--- config.mk ---
export PLATFORM = sky130hd
export DESIGN_NAME = mlp_mul
export DESIGN_NICKNAME = d
export VERILOG_FILES = /design/src/rtl/mlp_forward_backprop_trainer_assert.svh /design/src/rtl/mlp_pkg.sv /design/src/rtl/mlp_mul.sv
export SDC_FILE = /design/constraint.sdc
export NUM_CORES = 2
export LEC_CHECK = 0
export ABC_AREA = 0
export ABC_CLOCK_PERIOD_IN_PS = 22400
export BUFFER_PORTS_ARGS = -buffer_cell sky130_fd_sc_hd__buf_4
export CAP_MARGIN = 15
export CORE_ASPECT_RATIO = 1.75
export CORE_UTILIZATION = 35
export CTS_BUF_LIST = sky130_fd_sc_hd__clkbuf_8
export CTS_CLUSTER_DIAMETER = 200
export DETAILED_ROUTE_END_ITERATION = 12
export SETUP_SLACK_MARGIN = 0.15
export SLEW_MARGIN = 10
export SYNTH_ARGS = -nofsm -noshare
export SYNTH_HDL_FRONTEND = slang
export SYNTH_SLANG_ARGS = --single-unit
--- constraint.sdc ---
create_clock -name clk -period 22.4 [get_ports clk]
set_clock_uncertainty 0.05 [all_clocks]
set_input_delay 2.24 -clock clk [delete_from_list [all_inputs] [get_ports clk]]
set_output_delay 2.24 -clock clk [all_outputs]
set_load 0.03 [all_outputs]
--- src/rtl/mlp_forward_backprop_trainer_assert.svh ---
// ----------------------------------------------------------------------------
// Assertion macros for the perceptron trainer
// Checks run on the rising clock edge and are held off while reset is low.
// ----------------------------------------------------------------------------
`ifndef MLP_FORWARD_BACKPROP_TRAINER_ASSERT_SVH
`define MLP_FORWARD_BACKPROP_TRAINER_ASSERT_SVH

// consequent must hold in the same cycle as the antecedent
`define MLP_AST_NOW(lbl, ante, cons, msg) \
  lbl: assert property (@(posedge clk) disable iff (!rst_n) (ante) |-> (cons)) \
    else $error(msg);

// consequent must hold in the cycle after the antecedent
`define MLP_AST_NEXT(lbl, ante, cons, msg) \
  lbl: assert property (@(posedge clk) disable iff (!rst_n) (ante) |=> (cons)) \
    else $error(msg);

`endif

--- src/rtl/mlp_pkg.sv ---
`timescale 1ns / 1ps
// ----------------------------------------------------------------------------
// mlp_pkg
// Shared types, constants and fixed-point helpers for the perceptron trainer.
// ----------------------------------------------------------------------------
package mlp_pkg;

  localparam int VW     = 32;   // value width, Q16.16
  localparam int MAXW   = 16;   // neurons per layer
  localparam int WDEPTH = 816;  // 3 weight layers x 16 neurons x 17 slots
  localparam int WAW    = 10;   // weight address width
  localparam int AAW    = 6;    // activation / error term address width
  localparam int ACC_W  = 37;   // exact sum of up to 17 products
  localparam int SUM_W  = 36;   // exact sum of up to 16 squares
  localparam int CNT_W  = 5;

  localparam logic signed [VW-1:0] VMAX  = 32'sh7fff_ffff;
  localparam logic signed [VW-1:0] VMIN  = 32'sh8000_0000;
  localparam logic signed [VW-1:0] ONE_Q = 32'sh0001_0000;

  typedef enum logic [1:0] {
    CMD_WEIGHT = 2'd0,
    CMD_INFER  = 2'd1,
    CMD_TRAIN  = 2'd2,
    CMD_TARGET = 2'd3
  } cmd_t;

  typedef enum logic [1:0] {
    KIND_OUT      = 2'd0,
    KIND_MSE      = 2'd1,
    KIND_SIZE_ERR = 2'd2
  } kind_t;

  typedef enum logic [1:0] {
    PH_IDLE   = 2'd0,
    PH_INFER  = 2'd1,
    PH_TRAIN  = 2'd2,
    PH_TARGET = 2'd3
  } phase_t;

  localparam logic [2:0] REG_NUM_LAYERS = 3'd0;
  localparam logic [2:0] REG_LAYER0     = 3'd1;
  localparam logic [2:0] REG_LAYER1     = 3'd2;
  localparam logic [2:0] REG_LAYER2     = 3'd3;
  localparam logic [2:0] REG_LAYER3     = 3'd4;
  localparam logic [2:0] REG_BIAS       = 3'd5;
  localparam logic [2:0] REG_LEARN_RATE = 3'd6;

  typedef enum logic [4:0] {
    ST_IDLE, ST_MWAIT,
    ST_F_RD, ST_F_MUL, ST_F_ACC, ST_F_SIG,
    ST_E_RD, ST_E_OUT,
    ST_O_RD, ST_O_SQ, ST_O_D1, ST_O_D2, ST_O_D3,
    ST_B_RD, ST_B_MUL, ST_B_ACC, ST_B_V, ST_B_D1, ST_B_D2, ST_B_D3,
    ST_U_E, ST_U_ED, ST_U_EDL, ST_U_RD, ST_U_MUL, ST_U_WR,
    ST_D_GO, ST_D_WAIT, ST_D_OUT, ST_ERR_OUT
  } state_t;

  typedef struct packed {
    logic busy;
    logic done;
  } div_sts_t;

  // saturate a wide exact sum to the value range
  function automatic logic signed [VW-1:0] sat_acc(input logic signed [ACC_W-1:0] x);
    logic signed [ACC_W-1:0] hi;
    logic signed [ACC_W-1:0] lo;
    hi = ACC_W'(VMAX);
    lo = ACC_W'(VMIN);
    if (x > hi) return VMAX;
    else if (x < lo) return VMIN;
    else return x[VW-1:0];
  endfunction

  // saturating difference a - b
  function automatic logic signed [VW-1:0] sub_sat(input logic signed [VW-1:0] a,
                                                   input logic signed [VW-1:0] b);
    logic signed [VW:0] d;
    d = {a[VW-1], a} - {b[VW-1], b};
    if (d[VW] != d[VW-1]) return d[VW] ? VMIN : VMAX;
    else return d[VW-1:0];
  endfunction

  // piecewise linear sigmoid
  function automatic logic signed [VW-1:0] sigmoid(input logic signed [VW-1:0] x);
    logic [VW-1:0] m;
    logic [16:0]   f;
    m = x[VW-1] ? VW'(-x) : x;
    if (m >= 32'd327680)      f = 17'd65536;
    else if (m >= 32'd155648) f = 17'(m >> 5) + 17'd55296;
    else if (m >= 32'd65536)  f = 17'(m >> 3) + 17'd40960;
    else                      f = 17'(m >> 2) + 17'd32768;
    if (x[VW-1]) f = 17'd65536 - f;
    return {15'd0, f};
  endfunction

  // weight slot address: layer, neuron, slot
  function automatic logic [WAW-1:0] w_addr(input logic [1:0] l, input logic [3:0] n,
                                            input logic [4:0] s);
    return WAW'(l) * 10'd272 + WAW'(n) * 10'd17 + WAW'(s);
  endfunction

  // layer size clamped to 1..MAXW
  function automatic logic [4:0] clamp_size(input logic [4:0] s);
    if (s == 5'd0) return 5'd1;
    else if (s > 5'd16) return 5'd16;
    else return s;
  endfunction

endpackage

--- src/rtl/mlp_mul.sv ---
`timescale 1ns / 1ps
// ----------------------------------------------------------------------------
// mlp_mul
// Two-stage Q16.16 multiplier: magnitude product, then round half away from
// zero, saturate and restore the sign; the product and the result are registered.
// ----------------------------------------------------------------------------
module mlp_mul import mlp_pkg::*; (
  input  logic                 clk,
  input  logic signed [VW-1:0] a,
  input  logic signed [VW-1:0] b,
  output logic signed [VW-1:0] res
);

  logic [VW-1:0]      ma, mb;
  logic [2*VW-1:0]    prod_r;
  logic               neg_r;
  logic [2*VW-1:0]    rnd;
  logic [47:0]        r48, lim, rc;
  logic signed [VW-1:0] res_nxt, res_r;

  // magnitudes of the operands
  assign ma = a[VW-1] ? VW'(-a) : a;
  assign mb = b[VW-1] ? VW'(-b) : b;

  // round, clip and sign
  always_comb begin
    rnd     = prod_r + 64'd32768;
    r48     = rnd[63:16];
    lim     = neg_r ? 48'h0000_8000_0000 : 48'h0000_7fff_ffff;
    rc      = (r48 > lim) ? lim : r48;
    res_nxt = neg_r ? VW'(-rc[VW-1:0]) : rc[VW-1:0];
  end

  always_ff @(posedge clk) begin
    prod_r <= ma * mb;
    neg_r  <= a[VW-1] ^ b[VW-1];
    res_r  <= res_nxt;
  end

  assign res = res_r;

endmodule

==> impl_metrics.yaml <==
status:
  status: "finished clean"
floorplanning:
  std_cell_rows: 158
  die_width_microns: 249.1
  start_util_pct: 35.30
  dieArea_sq_mm: 0.1082
  core_area_sq_mm: 0.1060
  io_pins: 97
  die_height_microns: 434.4
layout:
  area_delta_synth_final_pct: 9.029
  drive_gt1_share_pct: 7.001
  regArea_sq_mm: 0.001643
  final_nets: 5636
  nFillCells: 10830
  multi_input_area_sq_mm: 0.03210
  final_cells: 5748
  stdcell_area_sq_mm: 0.04078
cts:
  cts_resized: 0
  postCtsSetupBuffers: 0
  clkLatencyLatePin_ns: 0.38
  postCtsHoldBufs: 0
  root_buffer: "clkbuf_8"
  cts_tree: "done"
  clk_path_buf_depth: 2
  htree_levels: 3
  clkTransAtPathRegs_ns: 0.09
  cts_sinks: 82
  cts_buffers: 9
critical_path:
  rr_worst_depth: 22
  r2r-end: "res[20]$_DFF_P_"
  cp.required_ns: 22.60
  reg2reg_setup_slack_ns: 15.21
  critPathMaxFanout: 24
  critPathMaxStageDelay_ns: 0.65
  worstSetupPathType: "input pin to flop"
  cpMostUsedCell: "fa_1"
  crit_arrival_ns: 13.08
  end_kind: "flop"
  slowest_stage: "fa_1"
  endpoint: "prod_r[55]$_DFF_P_"
  worstSetupStartpoint: "b[0]"
  startpoint_type: "input pin"
  rr_startpoint: "prod_r[20]$_DFF_P_"
timing:
  finalCritPeriodShare_pct: 57.48
  hold_viol_final: 0
  rsz0062_at_grt: "false"
  fin_ws_ns: 9.525
  setup_viol: 0
  tns_ns: 0
  slew_violations: 0
  max_freq_mhz: 77.67
  tightest_slew_ns: 1.248
  period_minus_slack_ns: 12.87
  relSlewSlack_pct: 16.39
detailed_routing:
  drc: 0
  wl_per_cell_microns: 24.22
  viasPerCell: 5.404
  wirelength_microns: 139200
  antenna_left: 0
  first_pass_iters: 6
  vias: 31060
  first_iter_violations: 2266
job:
  maxCapViolCount: 0
global_routing:
  overflow: 0
  grtUsageTotal_pct: 26.18
  met1_usage_pct: 26.73
  grt_max_degree: 72
  grt_pass1_vias: 33680
  grtUsageMet2_pct: 45.95
  grt.busiest_layer: "met2"
  grt_use_met3_pct: 4.074
  grt_pass1_wl_microns: 206400
  antenna_found_initial: 9
synth:
  yosysWarnings: 0
  synth_edf_count: 0
  ys_seq_area_share_pct: 4.389
  syn_area_sq_mm: 0.03740
  synth_seq_cells: 82
  syn-num-nets: 5595
  syn_inst: 4339
  avgSynthCellArea_sq_um: 8.620
  ys.flop_type: "dfxtp_1"
  synthArstFlopShare_pct: 0
  ys_types: 64
placement:
  placed_cells: 5728
  dpl_worst_slack_ns: 9.316
  dpl-instance-area_sq_mm: 0.04054
  place_congestion: 0.9610
  dpl.hpwl_microns: 108700
  port_buffers: 96
worst_hold_path:
  hp-class: "flop to flop"
final cells by class:
cell class	count	share of cell area, %
clock inverter	7	0.2577
tap	1360	4.173
inverter	932	8.579
timing repair buffer	213	3.915
antenna	3	0.01841
clock buffer	9	0.3038
sequential	82	4.029
multi-input combinational	3142	78.72
state kept, by name, indices dropped and copies added (netlist names):
| signal | cells |
|---|---|
| prod_r | 49 |
| res | 32 |
| neg_r | 1 |
stage by stage:
| step | hold WS [ns] | utilization, % |
|---|---|---|
| after floorplan | 0.5392 | - |
| after global placement | 0.6875 | 38.26 |
| after detailed placement | 0.6843 | 38.26 |
| after CTS | 0.6957 | 38.47 |
| after global routing | 0.7511 | 38.48 |
| final | 0.6880 | 38.48 |
logic make-up (layout without fill, tap and decap cells):
family / Yosys count / count (layout) / synth area share [%]
AOI/OAI and AO/OA: 315 / 315 / 5.573
xor gates and xnor gates: 193 / 193 / 4.520
adders and majority gates: 1191 / 1191 / 57.81
buffers and inverters: 1115 / 1161 / 11.24
DFF: 82 / 82 / 4.389
muxes: 14 / 14 / 0.3948
other: 0 / 3 / 0
and+or+nand+nor: 1429 / 1429 / 16.07
cells in the mapped netlist, drive strengths merged (16+ instances only):
library cell	n	area share [%]
a21o	27	0.54
a21oi	75	1.0
and2	16	0.27
and3	20	0.33
clkbuf	171	1.7
dfxtp	82	4.4
fa	895	48
ha	296	9.9
inv	931	9.3
nand2	527	5.3
nand2b	20	0.33
nand3	45	0.60
nand4	24	0.44
nor2	638	6.4
nor3	35	0.47
nor4	22	0.37
o21a	17	0.34
o21ai	64	0.86
o31ai	17	0.34
or3	21	0.35
or4	16	0.32
xnor2	100	2.3
xor2	93	2.2
layer usage:
metal  up-vias  part of all wire, %
met1     15820                   31
li1      13090                    -
met3       626                  7.9
met4         8                   12
met5         -                0.041
met2      1524                   49
placed cells by master (no fill, tap or decap), drive strengths merged, types with 16 or more instances in the layout:
cell type and n:
nand2b 20, nor3 35, or4 16, nand4 24, a21oi 75, xor2 93, nor2 638, o31ai 17
xnor2 100, and3 20, o21a 17, o21ai 64, or3 21, nand2 527, and2 16, fa 895
inv 935, buf 212, dfxtp 82, a21o 27, nand3 45, nor4 22, ha 296
how the worst min path moves through the flow:
stage / start / to / slack, ns / depth (start not counted)
floorplan: prod_r[25]$_DFF_P_ / res[9]$_DFF_P_ / 0.54 / 2
global placement: prod_r[25]$_DFF_P_ / res[9]$_DFF_P_ / 0.69 / 2
detailed placement: prod_r[25]$_DFF_P_ / res[9]$_DFF_P_ / 0.68 / 2
CTS: prod_r[25]$_DFF_P_ / res[9]$_DFF_P_ / 0.70 / 2
global route: prod_r[43]$_DFF_P_ / res[27]$_DFF_P_ / 0.75 / 3
finish: prod_r[25]$_DFF_P_ / res[9]$_DFF_P_ / 0.69 / 2
critical path: cells and delay by family:
kind            cells  cell delay [ns]
simple gates        8             2.92
xor+xnor            1             0.16
buf+inv             4             0.69
compound gates      9             2.54
fa+ha+maj           9             4.46
Power is left out: the tool's default activity adds up to more than one toggle a clock period on the data nets, which glitch-free logic cannot reach.
