$ cat src/rtl/mlp_forward_backprop_trainer_assert.svh
// ----------------------------------------------------------------------------
// Assertion macros for the perceptron trainer
// Checks run on the rising clock edge and are held off while reset is low.
// ----------------------------------------------------------------------------
`ifndef MLP_FORWARD_BACKPROP_TRAINER_ASSERT_SVH
`define MLP_FORWARD_BACKPROP_TRAINER_ASSERT_SVH

// consequent must hold in the same cycle as the antecedent
`define MLP_AST_NOW(lbl, ante, cons, msg) \
  lbl: assert property (@(posedge clk) disable iff (!rst_n) (ante) |-> (cons)) \
    else $error(msg);

// consequent must hold in the cycle after the antecedent
`define MLP_AST_NEXT(lbl, ante, cons, msg) \
  lbl: assert property (@(posedge clk) disable iff (!rst_n) (ante) |=> (cons)) \
    else $error(msg);

`endif

$ cat src/rtl/mlp_pkg.sv
`timescale 1ns / 1ps
// ----------------------------------------------------------------------------
// mlp_pkg
// Shared types, constants and fixed-point helpers for the perceptron trainer.
// ----------------------------------------------------------------------------
package mlp_pkg;

  localparam int VW     = 32;   // value width, Q16.16
  localparam int MAXW   = 16;   // neurons per layer
  localparam int WDEPTH = 816;  // 3 weight layers x 16 neurons x 17 slots
  localparam int WAW    = 10;   // weight address width
  localparam int AAW    = 6;    // activation / error term address width
  localparam int ACC_W  = 37;   // exact sum of up to 17 products
  localparam int SUM_W  = 36;   // exact sum of up to 16 squares
  localparam int CNT_W  = 5;

  localparam logic signed [VW-1:0] VMAX  = 32'sh7fff_ffff;
  localparam logic signed [VW-1:0] VMIN  = 32'sh8000_0000;
  localparam logic signed [VW-1:0] ONE_Q = 32'sh0001_0000;

  typedef enum logic [1:0] {
    CMD_WEIGHT = 2'd0,
    CMD_INFER  = 2'd1,
    CMD_TRAIN  = 2'd2,
    CMD_TARGET = 2'd3
  } cmd_t;

  typedef enum logic [1:0] {
    KIND_OUT      = 2'd0,
    KIND_MSE      = 2'd1,
    KIND_SIZE_ERR = 2'd2
  } kind_t;

  typedef enum logic [1:0] {
    PH_IDLE   = 2'd0,
    PH_INFER  = 2'd1,
    PH_TRAIN  = 2'd2,
    PH_TARGET = 2'd3
  } phase_t;

  localparam logic [2:0] REG_NUM_LAYERS = 3'd0;
  localparam logic [2:0] REG_LAYER0     = 3'd1;
  localparam logic [2:0] REG_LAYER1     = 3'd2;
  localparam logic [2:0] REG_LAYER2     = 3'd3;
  localparam logic [2:0] REG_LAYER3     = 3'd4;
  localparam logic [2:0] REG_BIAS       = 3'd5;
  localparam logic [2:0] REG_LEARN_RATE = 3'd6;

  typedef enum logic [4:0] {
    ST_IDLE, ST_MWAIT,
    ST_F_RD, ST_F_MUL, ST_F_ACC, ST_F_SIG,
    ST_E_RD, ST_E_OUT,
    ST_O_RD, ST_O_SQ, ST_O_D1, ST_O_D2, ST_O_D3,
    ST_B_RD, ST_B_MUL, ST_B_ACC, ST_B_V, ST_B_D1, ST_B_D2, ST_B_D3,
    ST_U_E, ST_U_ED, ST_U_EDL, ST_U_RD, ST_U_MUL, ST_U_WR,
    ST_D_GO, ST_D_WAIT, ST_D_OUT, ST_ERR_OUT
  } state_t;

  typedef struct packed {
    logic busy;
    logic done;
  } div_sts_t;

  // saturate a wide exact sum to the value range
  function automatic logic signed [VW-1:0] sat_acc(input logic signed [ACC_W-1:0] x);
    logic signed [ACC_W-1:0] hi;
    logic signed [ACC_W-1:0] lo;
    hi = ACC_W'(VMAX);
    lo = ACC_W'(VMIN);
    if (x > hi) return VMAX;
    else if (x < lo) return VMIN;
    else return x[VW-1:0];
  endfunction

  // saturating difference a - b
  function automatic logic signed [VW-1:0] sub_sat(input logic signed [VW-1:0] a,
                                                   input logic signed [VW-1:0] b);
    logic signed [VW:0] d;
    d = {a[VW-1], a} - {b[VW-1], b};
    if (d[VW] != d[VW-1]) return d[VW] ? VMIN : VMAX;
    else return d[VW-1:0];
  endfunction

  // piecewise linear sigmoid
  function automatic logic signed [VW-1:0] sigmoid(input logic signed [VW-1:0] x);
    logic [VW-1:0] m;
    logic [16:0]   f;
    m = x[VW-1] ? VW'(-x) : x;
    if (m >= 32'd327680)      f = 17'd65536;
    else if (m >= 32'd155648) f = 17'(m >> 5) + 17'd55296;
    else if (m >= 32'd65536)  f = 17'(m >> 3) + 17'd40960;
    else                      f = 17'(m >> 2) + 17'd32768;
    if (x[VW-1]) f = 17'd65536 - f;
    return {15'd0, f};
  endfunction

  // weight slot address: layer, neuron, slot
  function automatic logic [WAW-1:0] w_addr(input logic [1:0] l, input logic [3:0] n,
                                            input logic [4:0] s);
    return WAW'(l) * 10'd272 + WAW'(n) * 10'd17 + WAW'(s);
  endfunction

  // layer size clamped to 1..MAXW
  function automatic logic [4:0] clamp_size(input logic [4:0] s);
    if (s == 5'd0) return 5'd1;
    else if (s > 5'd16) return 5'd16;
    else return s;
  endfunction

endpackage

$ cat src/rtl/mlp_div.sv
`timescale 1ns / 1ps
// ----------------------------------------------------------------------------
// mlp_div
// Restoring divider for the squared-error sum by the output count, one
// quotient bit per cycle.
// ----------------------------------------------------------------------------
module mlp_div import mlp_pkg::*; (
  input  logic             clk,
  input  logic             rst_n,
  input  logic             start,
  input  logic [SUM_W-1:0] dividend,
  input  logic [4:0]       divisor,
  output div_sts_t         sts,
  output logic [SUM_W-1:0] quot
);

  logic [SUM_W-1:0] quot_r, quot_nxt;
  logic [4:0]       rem_r, rem_nxt;
  logic [5:0]       cnt_r, cnt_nxt;
  logic             done_r, done_nxt;
  logic [5:0]       trial;

  // one shift-subtract step per cycle
  always_comb begin
    trial    = {rem_r, quot_r[SUM_W-1]};
    quot_nxt = quot_r;
    rem_nxt  = rem_r;
    cnt_nxt  = cnt_r;
    done_nxt = 1'b0;
    if (start) begin
      quot_nxt = dividend;
      rem_nxt  = 5'd0;
      cnt_nxt  = 6'(SUM_W);
    end else if (cnt_r != 6'd0) begin
      if (trial >= {1'b0, divisor}) begin
        rem_nxt  = 5'(trial - {1'b0, divisor});
        quot_nxt = {quot_r[SUM_W-2:0], 1'b1};
      end else begin
        rem_nxt  = trial[4:0];
        quot_nxt = {quot_r[SUM_W-2:0], 1'b0};
      end
      cnt_nxt  = cnt_r - 6'd1;
      done_nxt = (cnt_r == 6'd1);
    end
  end

  always_ff @(posedge clk) begin
    if (!rst_n) begin
      cnt_r  <= 6'd0;
      done_r <= 1'b0;
    end else begin
      cnt_r  <= cnt_nxt;
      done_r <= done_nxt;
    end
    quot_r <= quot_nxt;
    rem_r  <= rem_nxt;
  end

  assign sts.busy = (cnt_r != 6'd0);
  assign sts.done = done_r;
  assign quot     = quot_r;

endmodule

$ cat config.mk
export PLATFORM = sky130hd
export DESIGN_NAME = mlp_div
export DESIGN_NICKNAME = d
export VERILOG_FILES = /design/src/rtl/mlp_forward_backprop_trainer_assert.svh /design/src/rtl/mlp_pkg.sv /design/src/rtl/mlp_div.sv
export SDC_FILE = /design/constraint.sdc
export NUM_CORES = 1
export LEC_CHECK = 0
export BUFFER_PORTS_ARGS = -buffer_cell sky130_fd_sc_hd__buf_4
export CORE_ASPECT_RATIO = 0.6
export CORE_MARGIN = 2
export CORE_UTILIZATION = 53
export DETAILED_ROUTE_END_ITERATION = 8
export PLACE_DENSITY = 0.95
export SYNTH_ARGS = -nofsm -noshare
export SYNTH_HDL_FRONTEND = slang
export SYNTH_SLANG_ARGS = --single-unit
$ cat constraint.sdc
create_clock -name clk -period 5.7 [get_ports clk]
set_input_delay 0.57 -clock clk [delete_from_list [all_inputs] [get_ports clk]]
set_output_delay 0.57 -clock clk [all_outputs]
set_load 0.03 [all_outputs]
==> metrics.yaml <==
worst_setup_path:
  worstPathMaxFanout: 10
  cp_required_ns: 5.13
  critPathCaptureType: "primary output"
  cpMaxStageDelayCell: "sky130_fd_sc_hd__and2_1"
  timing.critical_path.buf_inv: 2
  worstSetupStartpointType: "flip-flop"
  critical_path_arrival_ns: 1.80
  setup.worst_path.class: "reg -> out"
  setup.reg_to_reg.worst_slack_ns: 3.53
  max_stage_delay_ns: 0.43
  cpLargestDelayFamily: "simple AND/OR/NAND/NOR gates"
  critical_path_cell_sequence: "nor4_1, and2_1, inv_2, buf_4"
place:
  detailed_placer_s_ending_hpwl_um: 3880
  globalplace.congestion: 0.884
  io_buffer_count: 81
finish:
  n_fill_cell: 282
  num-nets-final: 309
  utilization_pct: 74.2
  share_of_cells_above_drive_strength_1_pct: 50.2
  antenna_cell_count: 0
  areaGrowthSynthToFinish_pct: 33.0
drt:
  route.vias.total: 1728
  first_iter_violations: 68
  drc_errors_left: 0
  route.antenna.remaining_nets: 0
  detail_route.wl_per_cell_um: 17.0
  total_wirelength_of_the_detailed_routed_design_um: 5390
  vias_per_cell: 5.45
  drt_first_pass_iters: 4
floorplan:
  initial_utilization_pct: 55.8
  dieHeight_um: 55.2
  floorplan.die.width_um: 89.3
  core_area_um2: 4140
  top_level_ports: 82
  num_rows: 18
  dieArea_um2: 4930
sta:
  fmaxAchievable_ghz: 0.422
  timing_worst_slew_pin_value_ns: 0.585
  unrepaired_setup_endpoints_after_global_routing: "no"
  fin_crit_ns: 2.37
  min_period_over_period_pct: 41.6
  number_of_failing_hold_endpoints_at_the_final_stage: 0
  maxSlewViolCount: 0
  final.hold.worst_slack_ns: 0.490
  finalClockSkew_ns: 0.00412
  setup_violations: 0
  final.setup.tns_ns: 0
  slew-limit-headroom_pct: 60.8
cts:
  h_tree_depth_reported_by_cts: 2
  clock_tree.root_cell: "sky130_fd_sc_hd__clkbuf_8"
  clkTransAtPathRegs_ns: 0.08
  postCtsSetupRepairBufs: 0
  cts_tree: "built"
  postCtsResizedCells: 0
  clock_latency_reported_for_the_late_side_of_the_worst_skew_pair_ns: 0.30
  number_of_buffers_inserted_during_clock_tree_synthesis: 5
  cts-hold-fix-buffers: 0
  cts-root-to-sink-buffers: 2
  clkSinkCount: 48
pwr:
  power-per-cell-area_nw_per_um2: 410
  power.total_mw: 1.26
  power.static_leakage_nw: 1.33
  vdd_ir_drop_max_uv: 216
synth:
  ys_ff_latch: 48
  syn-cell-area_um2: 2310
  synth_fp_nets: 227
  ys_seq_area_share_pct: 57.1
  yosysUniqueCellTypes: 42
  netlist_instances: 174
  syn-mean-instance-area_um2: 13.3
  yosys_warnings: 0
global_routing:
  grt_use_total_pct: 21.9
  antenna_found_initial: 0
  grt_max_degree: 47
  first_global_vias: 1629
  grt.overflow.total: 0
  wire_length_of_the_first_global_routing_pass_um: 7760
worst_hold_path:
  worst_hold_path_type: "in -> reg"
outcome:
  result_of_the_run: "finished clean"
flow_run:
  drv.max_cap_violation_count: 0
layout make-up:
cell class,count,area (µm²),area share [%]
Clock buffer,6,72.6,2.36
Clock inverter,2,35.0,1.14
Inverter,12,45.0,1.46
Timing Repair Buffer,82,616,20.0
Tap cell,60,75.1,2.44
Sequential cell,48,1320,42.9
Multi-Input combinational cell,107,912,29.6
registers in the layout (all words and copies together) (netlist names):
register	cells
done_r	1
quot	36
rem_r	5
cnt_r	6
routing by layer:
| metal | wire length, µm | global-route usage, % | up-vias |
|---|---|---|---|
| li1 | - | - | 814 |
| met1 | 2330 | 28.0 | 832 |
| met2 | 2590 | 36.9 | 73 |
| met3 | 379 | 5.34 | 9 |
| met4 | 90 | 8.46 | 0 |
| met5 | 0 | 0 | - |
Yosys cell counts:
master | number | area share, %
sky130_fd_sc_hd__edfxtp_1 | 36 | 47
sky130_fd_sc_hd__mux2_2 | 35 | 17
sky130_fd_sc_hd__dfxtp_1 | 12 | 10
sky130_fd_sc_hd__inv_1 | 11 | 1.8
sky130_fd_sc_hd__nor2_1 | 10 | 1.6
sky130_fd_sc_hd__ha_1 | 8 | 4.3
sky130_fd_sc_hd__buf_1 | 4 | 0.65
sky130_fd_sc_hd__nand2_1 | 4 | 0.65
sky130_fd_sc_hd__nand3_1 | 4 | 0.87
sky130_fd_sc_hd__nor3_1 | 4 | 0.87
sky130_fd_sc_hd__a21o_1 | 3 | 0.97
sky130_fd_sc_hd__a21oi_1 | 3 | 0.65
sky130_fd_sc_hd__o21ai_0 | 3 | 0.65
sky130_fd_sc_hd__a311oi_1 | 2 | 0.76
sky130_fd_sc_hd__a31o_2 | 2 | 0.76
sky130_fd_sc_hd__a31oi_1 | 2 | 0.54
sky130_fd_sc_hd__buf_4 | 2 | 0.65
sky130_fd_sc_hd__nor3b_1 | 2 | 0.65
sky130_fd_sc_hd__o211ai_1 | 2 | 0.65
sky130_fd_sc_hd__or3_1 | 2 | 0.54
sky130_fd_sc_hd__xor2_1 | 2 | 0.76
sky130_fd_sc_hd__a211o_1 | 1 | 0.38
sky130_fd_sc_hd__a211oi_1 | 1 | 0.32
sky130_fd_sc_hd__a221oi_1 | 1 | 0.38
sky130_fd_sc_hd__a22o_1 | 1 | 0.38
sky130_fd_sc_hd__a32o_1 | 1 | 0.43
sky130_fd_sc_hd__and2_1 | 1 | 0.27
sky130_fd_sc_hd__and3b_1 | 1 | 0.38
sky130_fd_sc_hd__buf_2 | 1 | 0.22
sky130_fd_sc_hd__fa_1 | 1 | 0.87
sky130_fd_sc_hd__inv_2 | 1 | 0.16
sky130_fd_sc_hd__mux2i_1 | 1 | 0.43
sky130_fd_sc_hd__nand2b_1 | 1 | 0.27
sky130_fd_sc_hd__nor2b_1 | 1 | 0.27
sky130_fd_sc_hd__nor4_1 | 1 | 0.27
sky130_fd_sc_hd__o21a_1 | 1 | 0.32
sky130_fd_sc_hd__o31a_1 | 1 | 0.38
sky130_fd_sc_hd__o31ai_1 | 1 | 0.32
sky130_fd_sc_hd__or2_2 | 1 | 0.27
sky130_fd_sc_hd__or3_4 | 1 | 0.49
sky130_fd_sc_hd__or4_1 | 1 | 0.32
sky130_fd_sc_hd__xnor2_1 | 1 | 0.38
stage by stage:
step                      setup WS, ns  area [µm²]  cells
final                             3.33        3080    317
after global routing              3.20        3080    317
after CTS                         3.34        3080    317
after detailed placement          3.43        2970    309
after global placement            3.57        2970    309
after floorplan                   3.44        2310    174
where the power goes:
group	switching (mW)	internal [mW]	total, mW
clock network	0.110	0.130	0.240
logic	0.288	0.207	0.496
registers	0.0548	0.471	0.526
placed cells by master, fill, tap and decap left out, drive strengths merged, types with 2 or more instances in the layout:
cell type / count
buf: 82
dfxtp: 12
o211ai: 2
ha: 8
clkbuf: 6
nor3: 4
o21ai: 3
a31oi: 2
nand3: 4
nor3b: 2
a21o: 3
a311oi: 2
or3: 3
xor2: 2
a31o: 2
inv: 12
edfxtp: 36
nand2: 4
mux2: 35
a21oi: 3
nor2: 10
logic make-up after synthesis:
kind of cell / count (synthesis) / share of synthesized area (%)
buffers and inverters: 19 / 3.46
and+or+nand+nor: 34 / 7.73
DFF: 48 / 57.1
muxes: 36 / 17.5
AOI/OAI and AO/OA: 25 / 7.90
xor gates and xnor gates: 3 / 1.14
adders and majority gates: 9 / 5.19
worst paths after layout:
path	depth (start not counted)	end	startpoint
setup / recovery	4	sts[1]	cnt_r[2]$_SDFFE_PN0P_
hold / removal	2	cnt_r[5]$_SDFFE_PN0P_	rst_n
setup reg to reg	6	quot[4]$_DFFE_PP_	cnt_r[2]$_SDFFE_PN0P_
hold reg to reg	1	rem_r[4]$_SDFFE_PP0N_	rem_r[4]$_SDFFE_PP0N_
(Power assumes the default switching activity.)
